## src/rtl/core/assert_macros.svh

```systemverilog
// Assertion helpers shared by the RTL. Each check runs on the rising clock
// edge and is held off while the asynchronous reset is asserted.
`ifndef ASSERT_MACROS_SVH
`define ASSERT_MACROS_SVH

// Implication that must hold in the same cycle.
`define ASSERT_SAME(label, ante, cons, msg) \
	label: assert property (@(posedge clk) disable iff (!arst_n) (ante) |-> (cons)) \
		else $error(msg);

// Implication whose consequent must hold in the next cycle.
`define ASSERT_NEXT(label, ante, cons, msg) \
	label: assert property (@(posedge clk) disable iff (!arst_n) (ante) |=> (cons)) \
		else $error(msg);

`endif

```

## src/rtl/core/arpc_pkg.sv

```systemverilog
// ----------------------------------------------------------------------------
// ARP cache package
// Table size, header constants, status codes and the command and status
// bundles passed between the controller and the datapath.
// ----------------------------------------------------------------------------
`timescale 1ns / 1ps
`default_nettype none

package arpc_pkg;

	localparam int TABLE_SIZE = 8;
	localparam int IDX_W      = (TABLE_SIZE > 1) ? $clog2(TABLE_SIZE) : 1;
	localparam int CNT_W      = $clog2(TABLE_SIZE + 1);
	localparam int MAC_W      = 48;
	localparam int IP_W       = 32;
	localparam int ENTRY_W    = MAC_W + IP_W;

	localparam logic [IDX_W-1:0] LAST_IDX  = IDX_W'(TABLE_SIZE - 1);
	localparam logic [CNT_W-1:0] CNT_END   = CNT_W'(TABLE_SIZE);

	localparam logic [15:0] HW_ETHER   = 16'h0001;
	localparam logic [15:0] PROTO_IPV4 = 16'h0800;
	localparam logic [7:0]  IPV4_LEN   = 8'd4;
	localparam logic [15:0] OP_REQUEST = 16'h0001;
	localparam logic [15:0] OP_REPLY   = 16'h0002;
	localparam logic [7:0]  BCAST_BYTE = 8'hFF;

	localparam logic CMD_LOOKUP = 1'b0;
	localparam logic CMD_HEADER = 1'b1;

	localparam logic [3:0] STAT_HIT       = 4'd0;
	localparam logic [3:0] STAT_MISS      = 4'd1;
	localparam logic [3:0] STAT_BAD_HW    = 4'd2;
	localparam logic [3:0] STAT_BAD_PROTO = 4'd3;
	localparam logic [3:0] STAT_BAD_LEN   = 4'd4;
	localparam logic [3:0] STAT_NOT_OURS  = 4'd5;
	localparam logic [3:0] STAT_ANSWERED  = 4'd6;
	localparam logic [3:0] STAT_LEARNED   = 4'd7;
	localparam logic [3:0] STAT_BAD_OP    = 4'd8;

	typedef struct packed {
		logic accept;
		logic rd_issue;
		logic hdr_eval;
		logic cap_lookup;
		logic load_out;
	} arpc_cmd_t;

	typedef struct packed {
		logic cnt_end;
		logic cmp_hit;
		logic cmp_last;
	} arpc_stat_t;

endpackage

`default_nettype wire

```

## src/rtl/core/arpc_ram.sv

```systemverilog
// ----------------------------------------------------------------------------
// Generic RAM
// One write port and one read port, read data registered.
// ----------------------------------------------------------------------------
`timescale 1ns / 1ps
`default_nettype none

module arpc_ram #(
	parameter int WIDTH = 8,
	parameter int DEPTH = 8,
	localparam int AW = (DEPTH > 1) ? $clog2(DEPTH) : 1
) (
	input  wire logic             clk,
	input  wire logic             we,
	input  wire logic [AW-1:0]    waddr,
	input  wire logic [WIDTH-1:0] wdata,
	input  wire logic             re,
	input  wire logic [AW-1:0]    raddr,
	output logic      [WIDTH-1:0] rdata
);

	logic [WIDTH-1:0] mem_q [DEPTH];

	always_ff @(posedge clk) begin
		if (we) begin
			mem_q[waddr] <= wdata;
		end
		if (re) begin
			rdata <= mem_q[raddr];
		end
	end

endmodule

`default_nettype wire

```

## src/rtl/core/arpc_ctrl.sv

```systemverilog
// ----------------------------------------------------------------------------
// ARP cache controller
// Sequences one word at a time: table scan or header check, then hands the
// result to the output register.
// ----------------------------------------------------------------------------
`timescale 1ns / 1ps
`default_nettype none

`include "assert_macros.svh"

module arpc_ctrl
	import arpc_pkg::*;
(
	input  wire logic       clk,
	input  wire logic       arst_n,
	input  wire logic       in_valid,
	output logic            in_stall,
	input  wire logic       cmd,
	output logic            out_valid,
	input  wire logic       out_stall,
	input  wire arpc_stat_t stat,
	output arpc_cmd_t       ctl
);

	localparam logic [1:0] S_IDLE = 2'd0;
	localparam logic [1:0] S_SCAN = 2'd1;
	localparam logic [1:0] S_HDR  = 2'd2;
	localparam logic [1:0] S_DONE = 2'd3;

	logic [1:0] state_q, state_d;
	logic       out_valid_q;
	logic       out_free;

	assign in_stall  = (state_q != S_IDLE);
	assign out_valid = out_valid_q;
	assign out_free  = !out_valid_q || !out_stall;

	always_comb begin
		state_d = state_q;
		ctl     = '0;
		case (state_q)
			S_IDLE: begin
				if (in_valid) begin
					ctl.accept = 1'b1;
					state_d    = (cmd == CMD_LOOKUP) ? S_SCAN : S_HDR;
				end
			end
			S_SCAN: begin
				ctl.rd_issue = !stat.cnt_end;
				if (stat.cmp_hit || stat.cmp_last) begin
					ctl.cap_lookup = 1'b1;
					state_d        = S_DONE;
				end
			end
			S_HDR: begin
				ctl.hdr_eval = 1'b1;
				state_d      = S_DONE;
			end
			S_DONE: begin
				if (out_free) begin
					ctl.load_out = 1'b1;
					state_d      = S_IDLE;
				end
			end
			default: begin
				state_d = S_IDLE;
			end
		endcase
	end

	always_ff @(posedge clk or negedge arst_n) begin
		if (!arst_n) begin
			state_q     <= S_IDLE;
			out_valid_q <= 1'b0;
		end else begin
			state_q <= state_d;
			if (ctl.load_out) begin
				out_valid_q <= 1'b1;
			end else if (!out_stall) begin
				out_valid_q <= 1'b0;
			end
		end
	end

	`ASSERT_NEXT(a_lookup_scans, in_valid && !in_stall && cmd == CMD_LOOKUP,
		state_q == S_SCAN, "accepted lookup did not start a scan")
	`ASSERT_SAME(a_no_overread, ctl.rd_issue, !stat.cnt_end,
		"table read issued past the last entry")
	`ASSERT_NEXT(a_capture_done, ctl.cap_lookup || ctl.hdr_eval,
		state_q == S_DONE && !ctl.accept, "result captured but not held")
	`ASSERT_NEXT(a_result_waits, state_q == S_DONE && out_valid_q && out_stall,
		state_q == S_DONE && out_valid_q, "pending result dropped while output stalled")

endmodule

`default_nettype wire

```

## src/rtl/core/arpc_dp.sv

```systemverilog
// ----------------------------------------------------------------------------
// ARP cache datapath
// Holds the word in work, the address table, the round-robin write slot,
// the header checks and the result and output registers.
// ----------------------------------------------------------------------------
`timescale 1ns / 1ps
`default_nettype none

module arpc_dp
	import arpc_pkg::*;
(
	input  wire logic              clk,
	input  wire logic              arst_n,
	input  wire logic              cfg_wen,
	input  wire logic [IP_W-1:0]   cfg_wdata,
	input  wire logic [IP_W-1:0]   query_ip,
	input  wire logic [15:0]       hw_type,
	input  wire logic [15:0]       proto_type,
	input  wire logic [7:0]        proto_len,
	input  wire logic [15:0]       opcode,
	input  wire logic [MAC_W-1:0]  sender_mac,
	input  wire logic [IP_W-1:0]   sender_ip,
	input  wire logic [IP_W-1:0]   target_ip,
	input  wire arpc_cmd_t         ctl,
	output arpc_stat_t             stat,
	output logic [3:0]             status,
	output logic [MAC_W-1:0]       found_mac,
	output logic                   send_reply,
	output logic [MAC_W-1:0]       reply_target_mac,
	output logic [IP_W-1:0]        reply_target_ip,
	output logic                   resolved_valid,
	output logic [IP_W-1:0]        resolved_ip
);

	// Configuration and the word in work.
	logic [IP_W-1:0]  own_ip_q;
	logic [IP_W-1:0]  query_q;
	logic [15:0]      hw_q;
	logic [15:0]      proto_q;
	logic [7:0]       plen_q;
	logic [15:0]      op_q;
	logic [MAC_W-1:0] smac_q;
	logic [IP_W-1:0]  sip_q;
	logic [IP_W-1:0]  tip_q;

	// Table control.
	logic [TABLE_SIZE-1:0] valid_q;
	logic [IDX_W-1:0]      slot_q;
	logic [CNT_W-1:0]      cnt_q;
	logic                  rd_en_s1;
	logic [IDX_W-1:0]      rd_idx_s1;
	logic [ENTRY_W-1:0]    rd_data;
	logic [ENTRY_W-1:0]    rd_entry;
	logic                  match;

	// Header decision.
	logic [3:0]       hdr_status;
	logic             hdr_learn;
	logic             hdr_reply;
	logic             hdr_resolved;
	logic             wr_en;

	// Result held until the output register is free.
	logic [3:0]       res_status_q;
	logic [MAC_W-1:0] res_found_q;
	logic             res_reply_q;
	logic [MAC_W-1:0] res_rmac_q;
	logic [IP_W-1:0]  res_rip_q;
	logic             res_resv_q;
	logic [IP_W-1:0]  res_resip_q;

	arpc_ram #(
		.WIDTH(ENTRY_W),
		.DEPTH(TABLE_SIZE)
	) u_table (
		.clk  (clk),
		.we   (wr_en),
		.waddr(slot_q),
		.wdata({sip_q, smac_q}),
		.re   (ctl.rd_issue),
		.raddr(cnt_q[IDX_W-1:0]),
		.rdata(rd_data)
	);

	// An entry never written still reads as its cleared value of zero.
	assign rd_entry = valid_q[rd_idx_s1] ? rd_data : '0;
	assign match    = (rd_entry[ENTRY_W-1:MAC_W] == query_q);

	assign stat.cnt_end  = (cnt_q == CNT_END);
	assign stat.cmp_hit  = rd_en_s1 && match;
	assign stat.cmp_last = rd_en_s1 && (rd_idx_s1 == LAST_IDX);

	always_comb begin
		hdr_status   = STAT_BAD_OP;
		hdr_learn    = 1'b0;
		hdr_reply    = 1'b0;
		hdr_resolved = 1'b0;
		if (hw_q != HW_ETHER) begin
			hdr_status = STAT_BAD_HW;
		end else if (proto_q != PROTO_IPV4) begin
			hdr_status = STAT_BAD_PROTO;
		end else if (plen_q != IPV4_LEN) begin
			hdr_status = STAT_BAD_LEN;
		end else if (op_q == OP_REQUEST) begin
			if (tip_q != own_ip_q) begin
				hdr_status = STAT_NOT_OURS;
			end else begin
				hdr_status = STAT_ANSWERED;
				hdr_learn  = 1'b1;
				hdr_reply  = 1'b1;
			end
		end else if (op_q == OP_REPLY) begin
			hdr_status   = STAT_LEARNED;
			hdr_learn    = 1'b1;
			hdr_resolved = 1'b1;
		end
	end

	assign wr_en = ctl.hdr_eval && hdr_learn;

	always_ff @(posedge clk or negedge arst_n) begin
		if (!arst_n) begin
			own_ip_q <= '0;
			valid_q  <= '0;
			slot_q   <= '0;
			cnt_q    <= '0;
			rd_en_s1 <= 1'b0;
		end else begin
			if (cfg_wen) begin
				own_ip_q <= cfg_wdata;
			end
			if (ctl.accept) begin
				cnt_q <= '0;
			end else if (ctl.rd_issue) begin
				cnt_q <= cnt_q + CNT_W'(1);
			end
			rd_en_s1 <= ctl.rd_issue;
			if (wr_en) begin
				valid_q[slot_q] <= 1'b1;
				slot_q          <= (slot_q == LAST_IDX) ? '0 : slot_q + IDX_W'(1);
			end
		end
	end

	always_ff @(posedge clk) begin
		if (ctl.accept) begin
			query_q <= query_ip;
			hw_q    <= hw_type;
			proto_q <= proto_type;
			plen_q  <= proto_len;
			op_q    <= opcode;
			smac_q  <= sender_mac;
			sip_q   <= sender_ip;
			tip_q   <= target_ip;
		end
		rd_idx_s1 <= cnt_q[IDX_W-1:0];
		if (ctl.cap_lookup) begin
			res_status_q <= stat.cmp_hit ? STAT_HIT : STAT_MISS;
			res_found_q  <= stat.cmp_hit ? rd_entry[MAC_W-1:0] : '0;
			res_reply_q  <= 1'b0;
			res_rmac_q   <= '0;
			res_rip_q    <= '0;
			res_resv_q   <= 1'b0;
			res_resip_q  <= '0;
		end else if (ctl.hdr_eval) begin
			res_status_q <= hdr_status;
			res_found_q  <= '0;
			res_reply_q  <= hdr_reply;
			// A broadcast-looking sender hardware address is answered with zero.
			res_rmac_q   <= (hdr_reply && smac_q[MAC_W-1:MAC_W-8] != BCAST_BYTE) ?
				smac_q : '0;
			res_rip_q    <= hdr_reply ? sip_q : '0;
			res_resv_q   <= hdr_resolved;
			res_resip_q  <= hdr_resolved ? sip_q : '0;
		end
		if (ctl.load_out) begin
			status           <= res_status_q;
			found_mac        <= res_found_q;
			send_reply       <= res_reply_q;
			reply_target_mac <= res_rmac_q;
			reply_target_ip  <= res_rip_q;
			resolved_valid   <= res_resv_q;
			resolved_ip      <= res_resip_q;
		end
	end

endmodule

`default_nettype wire

```

## src/rtl/core/arp_cache_engine.sv

```systemverilog
// Takes one word at a time, either a lookup (cmd 0) or a parsed ARP header
// (cmd 1), and returns one result word for each. A header is checked in the
// state after the one that accepts it, and its result is then loaded into the
// output register; the next word can be accepted in the cycle after that.
// A lookup reads the table one entry per cycle through its single read port.
// It stops at the first matching entry or, on a miss, after the last entry,
// and its result is then loaded, followed by the idle state for the next word.
// The input is stalled while a word is in work. A finished result waits in the
// output register while the next word is accepted. If that register still holds
// a word that has not been taken, the next result waits for it and the input
// stays stalled. The own address register may be written at any idle time and
// resets to zero.
// ----------------------------------------------------------------------------
// ARP cache engine
// IPv4 address cache with header checking, learning and round-robin
// replacement.
// ----------------------------------------------------------------------------
`timescale 1ns / 1ps
`default_nettype none

module arp_cache_engine
	import arpc_pkg::*;
(
	input  wire logic              clk,
	input  wire logic              arst_n,
	input  wire logic              cfg_wen,
	input  wire logic [IP_W-1:0]   cfg_wdata,
	input  wire logic              in_valid,
	output logic                   in_stall,
	input  wire logic              cmd,
	input  wire logic [IP_W-1:0]   query_ip,
	input  wire logic [15:0]       hw_type,
	input  wire logic [15:0]       proto_type,
	input  wire logic [7:0]        proto_len,
	input  wire logic [15:0]       opcode,
	input  wire logic [MAC_W-1:0]  sender_mac,
	input  wire logic [IP_W-1:0]   sender_ip,
	input  wire logic [IP_W-1:0]   target_ip,
	output logic                   out_valid,
	input  wire logic              out_stall,
	output logic [3:0]             status,
	output logic [MAC_W-1:0]       found_mac,
	output logic                   send_reply,
	output logic [MAC_W-1:0]       reply_target_mac,
	output logic [IP_W-1:0]        reply_target_ip,
	output logic                   resolved_valid,
	output logic [IP_W-1:0]        resolved_ip
);

	arpc_cmd_t  ctl;
	arpc_stat_t stat;

	arpc_ctrl u_ctrl (
		.clk      (clk),
		.arst_n   (arst_n),
		.in_valid (in_valid),
		.in_stall (in_stall),
		.cmd      (cmd),
		.out_valid(out_valid),
		.out_stall(out_stall),
		.stat     (stat),
		.ctl      (ctl)
	);

	arpc_dp u_dp (
		.clk             (clk),
		.arst_n          (arst_n),
		.cfg_wen         (cfg_wen),
		.cfg_wdata       (cfg_wdata),
		.query_ip        (query_ip),
		.hw_type         (hw_type),
		.proto_type      (proto_type),
		.proto_len       (proto_len),
		.opcode          (opcode),
		.sender_mac      (sender_mac),
		.sender_ip       (sender_ip),
		.target_ip       (target_ip),
		.ctl             (ctl),
		.stat            (stat),
		.status          (status),
		.found_mac       (found_mac),
		.send_reply      (send_reply),
		.reply_target_mac(reply_target_mac),
		.reply_target_ip (reply_target_ip),
		.resolved_valid  (resolved_valid),
		.resolved_ip     (resolved_ip)
	);

endmodule

`default_nettype wire

```

## config.mk

```make
export PLATFORM = sky130hd
export DESIGN_NAME = arp_cache_engine
export DESIGN_NICKNAME = d
export VERILOG_FILES = /design/src/rtl/core/arpc_pkg.sv /design/src/rtl/core/arpc_ram.sv /design/src/rtl/core/arpc_ctrl.sv /design/src/rtl/core/arpc_dp.sv /design/src/rtl/core/arp_cache_engine.sv
export VERILOG_INCLUDE_DIRS = /design/src /design/src/rtl/core
export SDC_FILE = /design/constraint.sdc
export NUM_CORES = 1
export LEC_CHECK = 0
export ABC_AREA = 0
export BUFFER_PORTS_ARGS = -buffer_cell sky130_fd_sc_hd__buf_2
export CORE_MARGIN = 3
export CORE_UTILIZATION = 25
export DETAILED_ROUTE_END_ITERATION = 8
export PLACE_DENSITY_LB_ADDON = 0.2
export SLEW_MARGIN = 20
export SYNTH_ARGS = -nofsm -noshare
export SYNTH_HDL_FRONTEND = slang
export SYNTH_SLANG_ARGS = --single-unit
```

## constraint.sdc

```tcl
create_clock -name clk -period 36.7 [get_ports clk]
set_clock_uncertainty 0.1 [all_clocks]
set_input_delay 5.505 -clock clk [delete_from_list [all_inputs] [get_ports clk]]
set_output_delay 5.505 -clock clk [all_outputs]
set_load 0.02 [all_outputs]
```

==> results.ini, run 1 <==
[status]
status=complete, no violations

[floorplan]
coreArea_mm2=0.184
die_y_um=437
ios=406
rows=157
start_util=0.253
die_x_um=437
dieArea_mm2=0.191

[worst_hold_path]
hold_depth=0
hp-start=u_dp.res_resip_q[10]$_SDFFE_PP0P_
hold_path.class=reg2reg
whs_endpoint=u_dp.resolved_ip[10]$_DFFE_PP_

[synth]
ys.warnings.count=0
ys_types=59
syn_avg_cell_area_um2=19.5
ys_seq_area_frac=0.812
synth_nets=2639
synth-seq-cells=1306
synth_area_mm2=0.0465
synthCells=2392
synth_edf_count=1138
synth_async_sr_flop_share=0.0391
ys.flop_type=edfxtp_1

[finish]
area_delta_synth_final_pct=21.7
seqCellArea_mm2=0.0378
layout_commonest_cell=edfxtp_1
drive_gt1_frac=0.295
multi_input_area_mm2=0.00833
final_cell_mix=edfxtp_1, buf_2, nand2_1, mux4_2, clkbuf_16
fillCellCount=18100
fin_nets=3138

[timing]
rsz0062_at_grt=no
final.setup.tns_ps=0
hold_viol=0
slew-limit-headroom=0.293
finalCriticalPeriod_ps=7430
clock.fmax_mhz=135
min_period_over_period=0.202
setup_viol=0
worstMarginPinSlew_ps=1060
slew_violations=0
hold_slack_ps=306

[placement]
dpl.hpwl_mm=75.3
port-buffer-count=405
place_congestion=0.734

[cts]
cts_max_level=4
clock_sinks=1306
ctsHoldBuffers=0
cts_root_buffer=clkbuf_16
cts_buffers=151
clock_latency_ps=800
path_clk_slew_ps=60
post_cts_buffers=0
clk_path_buf_depth=3
postCtsResizedCells=0
cts_tree=built

[drt]
first_iter_violations=1382
drc=0
detail-route-antenna-nets=0
routed_via_density=4.20
dr.pass1.iters=5
vias=23000
wire_per_inst_um=22.9
wl_mm=126

[pwr]
power_leakage_nw=19.5
max-vdd-ir-drop_uv=47.1
p_per_area_mw_per_mm2=73.3

[critical_path]
r2r_cells=10
cpLargestDelayFamily=flip-flops
cp.required_ps=31090
worstPathArrival_ps=1820
worstPathCellList=inv_1 > ha_1 > inv_1 > buf_2
rrSetupSlack_ps=31680
cpMostUsedCell=inv_1
crit_buf_inv=3
reg2reg_from=u_dp.own_ip_q[20]$_DFFE_PN0P_
max_stage_delay_ps=400
start_kind=flop
worst-path-max-fanout=4
worstReg2RegEnd=u_dp.u_table.mem_q[2][15]$_DFFE_PP_
crit_path_end_kind=output port
criticalPathCategory=reg2out
slowest_stage=dfrtp_1

[global_routing]
grt_remaining_overflow=0
grt_pass1_vias=24200
grt_start_max_net_pins=113
grt_pass1_wl_mm=179
gr-usage-all-layers=0.130
antenna_found_initial=30

[flow_run]
maxCapViolCount=0

-- logic make-up after synthesis --
kind of cell | count (synthesis) | synth area share
mux | 200 | 0.0869
simple gates | 527 | 0.0497
xor+xnor | 55 | 0.0104
fa+ha+maj | 9 | 0.00242
compound gates | 172 | 0.0273
flops | 1306 | 0.812
buf+inv | 123 | 0.0111
-- flip-flops by register name, indices dropped and copies added, names as in the netlist, 4 cells and up --
register and flops:
u_dp.reply_target_ip 32, u_dp.op_q 16, u_dp.res_rip_q 32, u_dp.status 4, u_dp.sip_q 32, u_dp.u_table.mem_q 640, u_dp.proto_q 16, u_dp.u_table.rdata 80
u_dp.own_ip_q 32, u_dp.plen_q 8, u_dp.smac_q 48, u_dp.res_status_q 4, u_dp.res_resip_q 32, u_dp.query_q 32, u_dp.reply_target_mac 48, u_dp.cnt_q 4
u_dp.resolved_ip 32, u_dp.res_rmac_q 48, u_dp.res_found_q 48, u_dp.tip_q 32, u_dp.hw_q 16, u_dp.found_mac 48, u_dp.valid_q 8
-- power by group --
part	leakage [nW]	switching [mW]	internal (mW)
registers	12.1	0.113	1.86
logic	4.98	0.436	0.251
clock network	2.41	0.623	0.869
total	19.5	1.17	2.98
-- cell type report --
class / count / share of cell area
multi-input cells: 963 / 0.147
clock buffers: 216 / 0.0731
inverters: 20 / 0.00146
clock inverters: 66 / 0.0143
flip-flops and latches: 1306 / 0.667
diodes: 6 / 0.000265
repair buffers: 449 / 0.0418
well taps: 2464 / 0.0544
-- layer usage --
layer,global-route usage,part of all wire,up-vias
met3,0.0231,0.033,208
met2,0.241,0.55,451
met4,0.0402,0.025,0
li1,-,-,10400
met5,0,0,-
met1,0.152,0.40,12000
-- cells in the mapped netlist, drive strengths merged, types with 2 or more instances --
library cell	count	area, µm²
edfxtp	1138	34200
nand2	259	972
mux4	160	3600
nor2	143	537
dfxtp	117	2340
a22oi	114	856
clkbuf	62	235
dfrtp	51	1280
and2	49	307
buf	41	204
xnor2	41	359
mux2	32	360
inv	19	71.3
nor4	18	113
nand4	16	100
xor2	14	123
o21ai	13	65.1
a21oi	10	50.1
ha	9	113
a31oi	8	50.1
mux2i	8	80.1
nand3	7	35.0
nor2b	7	43.8
nor3	6	35.0
or2	6	37.5
o21bai	4	30.0
a2111oi	3	32.5
a32oi	3	41.3
nor4b	3	26.3
o21a	3	22.5
a222oi	2	20.0
a31o	2	17.5
a32o	2	20.0
and3	2	13.8
and4	2	17.5
nand3b	2	15.0
nor4bb	2	20.0
o31ai	2	15.0
or3	2	12.5
-- worst max path at each step --
stage / end / slack, ps / startpoint / depth (start not counted)
3_3_place_gp: u_dp.found_mac[32]$_DFFE_PP_ / 28740 / out_stall / 4
2_1_floorplan: u_dp.found_mac[0]$_DFFE_PP_ / 18180 / out_stall / 1
5_1_grt: in_stall / 29150 / u_ctrl.state_q[1]$_DFFE_PN0P_ / 4
4_1_cts: in_stall / 29170 / u_ctrl.state_q[1]$_DFFE_PN0P_ / 4
3_5_place_dp: u_dp.reply_target_mac[38]$_DFFE_PP_ / 28750 / out_stall / 4
6_report: in_stall / 29270 / u_ctrl.state_q[1]$_DFFE_PN0P_ / 4
-- metrics by stage --
step	setup slack (ps)	area (µm²)	util	cells	total power [mW]
global route	29150	56600	0.308	5490	4.35
finish	29270	56600	0.308	5490	4.15
global placement	28740	51700	0.281	5202	2.72
CTS	29170	56600	0.308	5484	4.24
floorplan	18180	46500	-	2392	2.47
detailed placement	28750	51700	0.281	5202	2.72
-- worst reg2reg max path, stage by stage, from the launching register on --
cell and delay, ps:
dfrtp_1 390, xnor2_1 180, nand4_1 160, nor4b_1 570
nand2_1 90, nor4_1 590, o21bai_1 410, nand2b_1 420
nor2_4 160, buf_4 560, buf_4 880
Note: power is estimated with default switching activity, not from simulation.
==> run 2, diff against run 1 <==
==> constraint.sdc (replaced) <==
create_clock -name clk -period 7.3 [get_ports clk]
set_clock_uncertainty 0.1 [all_clocks]
set_input_delay 1.095 -clock clk [delete_from_list [all_inputs] [get_ports clk]]
set_output_delay 1.095 -clock clk [all_outputs]
set_load 0.02 [all_outputs]
==> run 2 against run 1 <==
- via count about the same
- register-to-register slack got worse by 29000 ps
- critical path depth increased by 4
- setup slack got worse by 26000 ps
- clock power increased to 5.0 times the previous value
- core utilization about the same
- worst hold slack improved by 4.0 ps
- sequential share of layout area about the same
- design area about the same
- clock-buffer cell count decreased by 9
- non-clock buffer count decreased by 3
- largest power group unchanged
==> results.ini, run 2 (synthesis gave the netlist of run 1 again) <==
[finish]
drive_gt1_frac=0.297  ; +0.00244
final_cell_mix=edfxtp_1, buf_2, nand2_1, mux4_2, clkbuf_16
largest_register_ffs=640  ; unchanged
area_delta_synth_final_pct=21.8  ; about the same
final_cell_area_mm2=0.0566  ; about the same
layout_commonest_cell=edfxtp_1
fillCellCount=18100  ; -0.022%
largestRegisters=u_dp.u_table.mem_q x640, u_dp.u_table.rdata x80
stdcell_count=5484  ; -0.11%
max_flop_register=u_dp.u_table.mem_q
fin_nets=3133  ; -0.16%

[pwr]
swShare=0.281  ; -0.00108
combPwrFrac=0.166  ; about the same
pwr-share-clk=0.356  ; -0.004
p_per_area_mw_per_mm2=366  ; +400%
max-vdd-ir-drop_uv=430  ; +810%
internal_power_mw=14.9  ; +400%
power_leakage_nw=19.4  ; -0.11%
seq_power_share=0.478  ; +0.003
p_sw_mw=5.83  ; +400%

[floorplan]
die_y_um=437  ; unchanged
ios=406  ; unchanged
dieArea_mm2=0.191  ; unchanged
die_x_um=437  ; unchanged
coreArea_mm2=0.184  ; unchanged
start_util=0.253  ; unchanged
rows=157  ; unchanged

[global_routing]
gr-usage-all-layers=0.130  ; -0.000497
grt_pass1_vias=24400  ; +0.65%
grt_start_max_net_pins=139  ; +23%
antenna_found_initial=35  ; +17%
grt_remaining_overflow=0  ; unchanged
grt_pass1_wl_mm=179  ; about the same

[cts]
post_cts_buffers=0  ; unchanged
cts_tree=built
cts_max_level=4  ; unchanged
clk_path_buf_depth=3  ; unchanged
path_clk_slew_ps=60  ; about the same
postCtsResizedCells=0  ; unchanged
cts_buffers=149  ; -1.3%
clock_latency_ps=770  ; -30 ps
cts_root_buffer=clkbuf_16
ctsHoldBuffers=0  ; unchanged
clock_sinks=1306  ; unchanged

[placement]
dp_slack_ps=2800  ; -25950 ps
dpl.hpwl_mm=75.9  ; +0.81%
post-place-cells=5199  ; -0.058%
place_congestion=0.759  ; +3.4%
post_dp_cell_area_mm2=0.0517  ; +0.11%
port-buffer-count=405  ; unchanged

[status]
status=complete, no violations

[timing]
slew-limit-headroom=0.259  ; -0.0336
final.setup.tns_ps=0  ; unchanged
hold_viol=0  ; unchanged
setup_ws_ps=2910  ; -26370 ps
slew_violations=0  ; unchanged
rsz0062_at_grt=no
finalCriticalPeriod_ps=4390
worstMarginPinSlew_ps=1110  ; +50.4 ps
min_period_over_period=0.602
clock.fmax_mhz=228
setup_viol=0  ; unchanged

[drt]
drc=0  ; unchanged
vias=23100  ; +0.052%
routed_via_density=4.21  ; +0.16%
first_iter_violations=1669  ; +21%
dr.pass1.iters=5  ; unchanged
wire_per_inst_um=22.9  ; -0.32%
detail-route-antenna-nets=0  ; unchanged
wl_mm=125  ; -0.43%

[critical_path]
reg2reg_from=u_dp.op_q[8]$_DFFE_PP_
crit_path_end_kind=flop
start_kind=flop
worstReg2RegEnd=u_dp.u_table.mem_q[2][56]$_DFFE_PP_
worstPathArrival_ps=4680  ; +2860 ps
cpLargestDelayFamily=simple AND/OR/NAND/NOR gates
worstPathCellList=nor4_1 > and4_1 > nand4_1 > nor4_1 > o21bai_1 > nand2b_1 > nor2_4 > buf_4
r2r_cells=8  ; -2
worst-path-max-fanout=39  ; +35
cpMostUsedCell=nor4_1
cp.required_ps=7590  ; -23500 ps
slowest_stage=buf_4
rrSetupSlack_ps=2910  ; -28770 ps
max_stage_delay_ps=690  ; +290 ps
crit_buf_inv=1  ; -2
criticalPathCategory=reg2reg

[flow_run]
maxCapViolCount=0  ; unchanged

[worst_hold_path]
whs_endpoint=u_dp.found_mac[21]$_DFFE_PP_
hold_depth=0  ; unchanged
hold_path.class=reg2reg
hp-start=u_dp.res_found_q[21]$_SDFFCE_PN0P_

==> run 2: cell types whose count changed in the layout (fill, tap and decap cells not counted), sizes merged <==
cell      previous run  this run
diode                6         8
buf                449       446
inv                 33        28
clkinvlp             1         4
clkbuf             216       207
bufinv              10         5
clkinv              42        53
==> run 2: power groups by stage <==
stage | combinational (mW) | clock, mW | sequential, mW
finish | 3.44 | 7.38 | 9.91
global route | 3.77 | 7.95 | 10.0
CTS | 3.59 | 7.67 | 9.95
detailed placement | 3.59 | 0 | 10.1
global placement | 3.60 | 0 | 10.1
floorplan | 2.11 | 0 | 10.2
==> run 2: area by class of cell <==
| type | instances | area [µm²] | area share |
|---|---|---|---|
| Sequential cell | 1306 | 37800 | 0.667 |
| Antenna cell | 8 | 20.0 | 0.000353 |
| Tap cell | 2464 | 3080 | 0.0544 |
| Timing Repair Buffer | 446 | 2420 | 0.0428 |
| Clock inverter | 70 | 638 | 0.0113 |
| Inverter | 20 | 80.1 | 0.00141 |
| Multi-Input combinational cell | 963 | 8340 | 0.147 |
| Clock buffer | 207 | 4260 | 0.0752 |
==> run 2: per-stage QoR <==
step / hold WS (ps) / total power, mW / util
2_1_floorplan: 245 / 12.3 / -
3_3_place_gp: 301 / 13.7 / 0.281
3_5_place_dp: 305 / 13.7 / 0.281
4_1_cts: 301 / 21.2 / 0.308
5_1_grt: 312 / 21.7 / 0.308
6_report: 310 / 20.7 / 0.308
==> run 2: how the worst max path moves through the flow <==
| stage | from | to | slack (ps) | cells after the start |
|---|---|---|---|---|
| finish | u_dp.op_q[8]$_DFFE_PP_ | u_dp.u_table.mem_q[2][56]$_DFFE_PP_ | 2910 | 8 |
| global route | u_dp.op_q[6]$_DFFE_PP_ | u_dp.u_table.mem_q[2][56]$_DFFE_PP_ | 2500 | 8 |
| CTS | u_dp.op_q[6]$_DFFE_PP_ | u_dp.u_table.mem_q[2][24]$_DFFE_PP_ | 2770 | 8 |
| detailed placement | u_dp.op_q[6]$_DFFE_PP_ | u_dp.u_table.mem_q[2][63]$_DFFE_PP_ | 2800 | 8 |
| global placement | u_dp.hw_q[9]$_DFFE_PP_ | u_dp.u_table.mem_q[0][66]$_DFFE_PP_ | 2900 | 8 |
| floorplan | u_dp.op_q[10]$_DFFE_PP_ | u_dp.valid_q[5]$_DFFE_PN0P_ | -490 | 7 |
==> run 2: per-layer routing <==
| metal | up-vias | share of wire | track usage |
|---|---|---|---|
| met3 | 238 | 0.034 | 0.0225 |
| li1 | 10400 | - | - |
| met2 | 475 | 0.54 | 0.241 |
| met5 | - | 0 | 0 |
| met4 | 0 | 0.028 | 0.0427 |
| met1 | 12000 | 0.39 | 0.150 |
==> run 3, diff against run 2 <==
--- a/config.mk
+++ b/config.mk
@@ -6,7 +6,7 @@
 export SDC_FILE = /design/constraint.sdc
 export NUM_CORES = 1
 export LEC_CHECK = 0
-export ABC_AREA = 0
+export ABC_AREA = 1
 export BUFFER_PORTS_ARGS = -buffer_cell sky130_fd_sc_hd__buf_2
 export CORE_MARGIN = 3
 export CORE_UTILIZATION = 25
==> constraint.sdc (replaced) <==
create_clock -name clk -period 3.59 [get_ports clk]
set_clock_uncertainty 0.1 [all_clocks]
set_input_delay 0.5385 -clock clk [delete_from_list [all_inputs] [get_ports clk]]
set_output_delay 0.5385 -clock clk [all_outputs]
set_load 0.02 [all_outputs]
==> run 3 against run 2 <==
- final cell count rose by 25%
- flip-flop and latch count unchanged
- synthesized cell count increased by 47%
- via count is 29% higher
- clock-buffer cell count increased by 11
- core utilization rose by 1.3 points
- critical endpoint is now u_dp.u_table.mem_q[3][23]$_DFFE_PP_
- highest routed layer unchanged
==> results.ini, run 3 <==
[status]
status=complete, no violations

[placement]
dpl.hpwl_mm=87.4  ; +15%
place_congestion=0.774  ; +2.0%
port-buffer-count=405  ; unchanged

[synth]
ys_seq_area_frac=0.781  ; -0.0309
synth_nets=3772  ; +43%
ys_types=45  ; -24%
syn_avg_cell_area_um2=13.7  ; -29%
synth-seq-cells=1306  ; unchanged
ys.warnings.count=0  ; unchanged
synth_edf_count=1138  ; unchanged
netlist.area_leader.share=0.707  ; -0.0279
synth_async_sr_flop_share=0.0391  ; unchanged
synth_area_mm2=0.0484  ; +4.0%
synthCells=3525  ; +47%
synth.largest_area_cell=edfxtp_1
synth_common_cells=edfxtp_1, nor2_1, o21ai_0
post-synth-top-count-cell=edfxtp_1
synth_area_leaders=edfxtp_1, nor2_1, dfxtp_1
ys.flop_type=edfxtp_1

[drt]
dr.pass1.iters=6  ; +1
first_iter_violations=1956  ; +17%
wire_per_inst_um=21.0  ; -8.0%
wl_mm=144  ; +15%
routed_via_density=4.36  ; +3.8%
vias=29900  ; +29%
drc=0  ; unchanged
detail-route-antenna-nets=0  ; unchanged

[timing]
worstMarginPinSlew_ps=977  ; -134 ps
setup_viol=0  ; unchanged
min_period_over_period=0.926  ; +0.324
hold_slack_ps=314  ; +4.23 ps
clock.fmax_mhz=301  ; +32%
finalCriticalPeriod_ps=3320  ; -1070 ps
slew_violations=0  ; unchanged
slew-limit-headroom=0.349  ; +0.0896
rsz0062_at_grt=no
hold_viol=0  ; unchanged

[finish]
area_delta_synth_final_pct=26.8
layout_commonest_cell=edfxtp_1
largest_register_ffs=640  ; unchanged
final_util=0.321  ; +0.0129
final_cell_mix=edfxtp_1, nor2_1, buf_2, o21ai_0, nand2_1
drive_gt1_frac=0.186  ; -0.112
largestRegisters=u_dp.u_table.mem_q x640, u_dp.u_table.rdata x80
fin_nets=4448  ; +42%
max_flop_register=u_dp.u_table.mem_q

[cts]
clock_sinks=1306  ; unchanged
clock_latency_ps=800  ; +30 ps
cts_buffers=151  ; +1.3%
cts_root_buffer=clkbuf_16
path_clk_slew_ps=60  ; about the same
cts_tree=built
clk_path_buf_depth=3  ; unchanged
cts_max_level=4  ; unchanged

[critical_path]
start_kind=flop
worstPathArrival_ps=3670  ; -1010 ps
worst-path-max-fanout=30  ; -23%
cp.required_ps=3940  ; -3650 ps
crit_path_end_kind=flop
criticalPathCategory=reg2reg

[flow_run]
maxCapViolCount=0  ; unchanged

[floorplan]
ios=406  ; unchanged
start_util=0.253  ; about the same
rows=160  ; +1.9%
die_y_um=446  ; +1.9%
coreArea_mm2=0.191  ; +3.9%
die_x_um=446  ; +1.9%
dieArea_mm2=0.199  ; +3.9%

[global_routing]
grt_remaining_overflow=0  ; unchanged
gr-usage-all-layers=0.142  ; +0.0119
grt_pass1_vias=29900  ; +23%
antenna_found_initial=6  ; -83%
grt_start_max_net_pins=165  ; +19%
grt_pass1_wl_mm=208  ; +16%

[pwr]
power_leakage_nw=21.3  ; +9.6%
max-vdd-ir-drop_uv=626  ; +46%
p_per_area_mw_per_mm2=748  ; +100%

[worst_hold_path]
hold_path.class=reg2reg

run 3: cell count changes after synthesis, moves of 72 or more:
cell / before / now
nor2_1: 143 / 684
o21ai_0: 12 / 341
mux4_2: 160 / 0
a22oi_1: 114 / 0
inv_1: 18 / 125
nand3_1: 7 / 110
clkbuf_1: 60 / 153
o22ai_1: 0 / 81
a31oi_1: 8 / 80
run 3: routing by layer:
metal  wire, µm  global-route usage  part of all wire
met5          0                   0                 0
met1      64900               0.188              0.45
met4       3650              0.0430             0.025
met2      69100               0.235              0.48
met3       6230              0.0260             0.043
run 3: area by class of cell:
class / count / area, µm²
Inverter: 131 / 520
Tap cell: 2511 / 3140
Timing Repair Buffer: 715 / 5450
Clock buffer: 218 / 4260
Multi-Input combinational cell: 1896 / 9350
Clock inverter: 59 / 763
Sequential cell: 1306 / 37800
Antenna cell: 7 / 17.5
Fill cell: 19000 / 130000
run 3: stage by stage:
step	setup WS, ps	power [mW]	TNS (ps)	cell area, µm²	cells
floorplan	-677	26.4	-609550	48400	3525
detailed placement	-63.3	30.9	-2670	53800	6319
finish	266	45.8	0	61300	6843
CTS	0.0404	46.7	0	61200	6834
global placement	-56.0	30.9	-2060	53800	6319
global route	52.7	48.3	0	61300	6838
run 3: what timing repair did:
action	CTS	global route
setup endpoints to repair	83	562
hold buffers	236	0
hold endpoints to repair	270	0
pin swaps	1	1
gates resized for setup	1	9
cloned	0	1
buffers inserted	2	1
run 3: path summary, 6_finish.rpt:
check,slack [ps],end,depth (start not counted),from
min in group asynchronous,330,u_dp.own_ip_q[31]$_DFFE_PN0P_,2,arst_n
worst max register to register,270,u_dp.u_table.mem_q[3][23]$_DFFE_PP_,11,u_dp.hw_q[3]$_DFFE_PP_
worst max-delay path,270,u_dp.u_table.mem_q[3][23]$_DFFE_PP_,11,u_dp.hw_q[3]$_DFFE_PP_
worst min-delay path,310,u_dp.found_mac[15]$_DFFE_PP_,0,u_dp.res_found_q[15]$_SDFFCE_PN0P_
worst min register to register,310,u_dp.found_mac[15]$_DFFE_PP_,0,u_dp.res_found_q[15]$_SDFFCE_PN0P_
max in group asynchronous,2360,u_dp.cnt_q[1]$_DFFE_PN0P_,2,arst_n
run 3: critical path, cell delays in order (launching register included):
cell and delay [ps]:
edfxtp_1 350, or2_2 300, nor4_1 240, and3_1 280, nand2_1 130, inv_1 130, nand2_1 90, nor2_2 170
nand2_1 260, buf_4 250, nor2_4 270, clkbuf_16 330
run 3: cell families after synthesis:
logic type,Yosys count,synth area share
AO/OA/AOI/OAI,633,0.0735
XOR/XNOR,34,0.00616
adder cells (fa/ha/maj),9,0.00233
multiplexers,28,0.00652
buffers and inverters,323,0.0280
flip-flops,1306,0.781
AND/OR/NAND/NOR,1192,0.102
run 3: power breakdown:
part | switching, mW | total, mW | internal (mW)
logic | 7.36 | 10.1 | 2.74
registers | 1.27 | 20.4 | 19.1
clock network | 6.50 | 15.4 | 8.90
total | 15.1 | 45.8 | 30.7
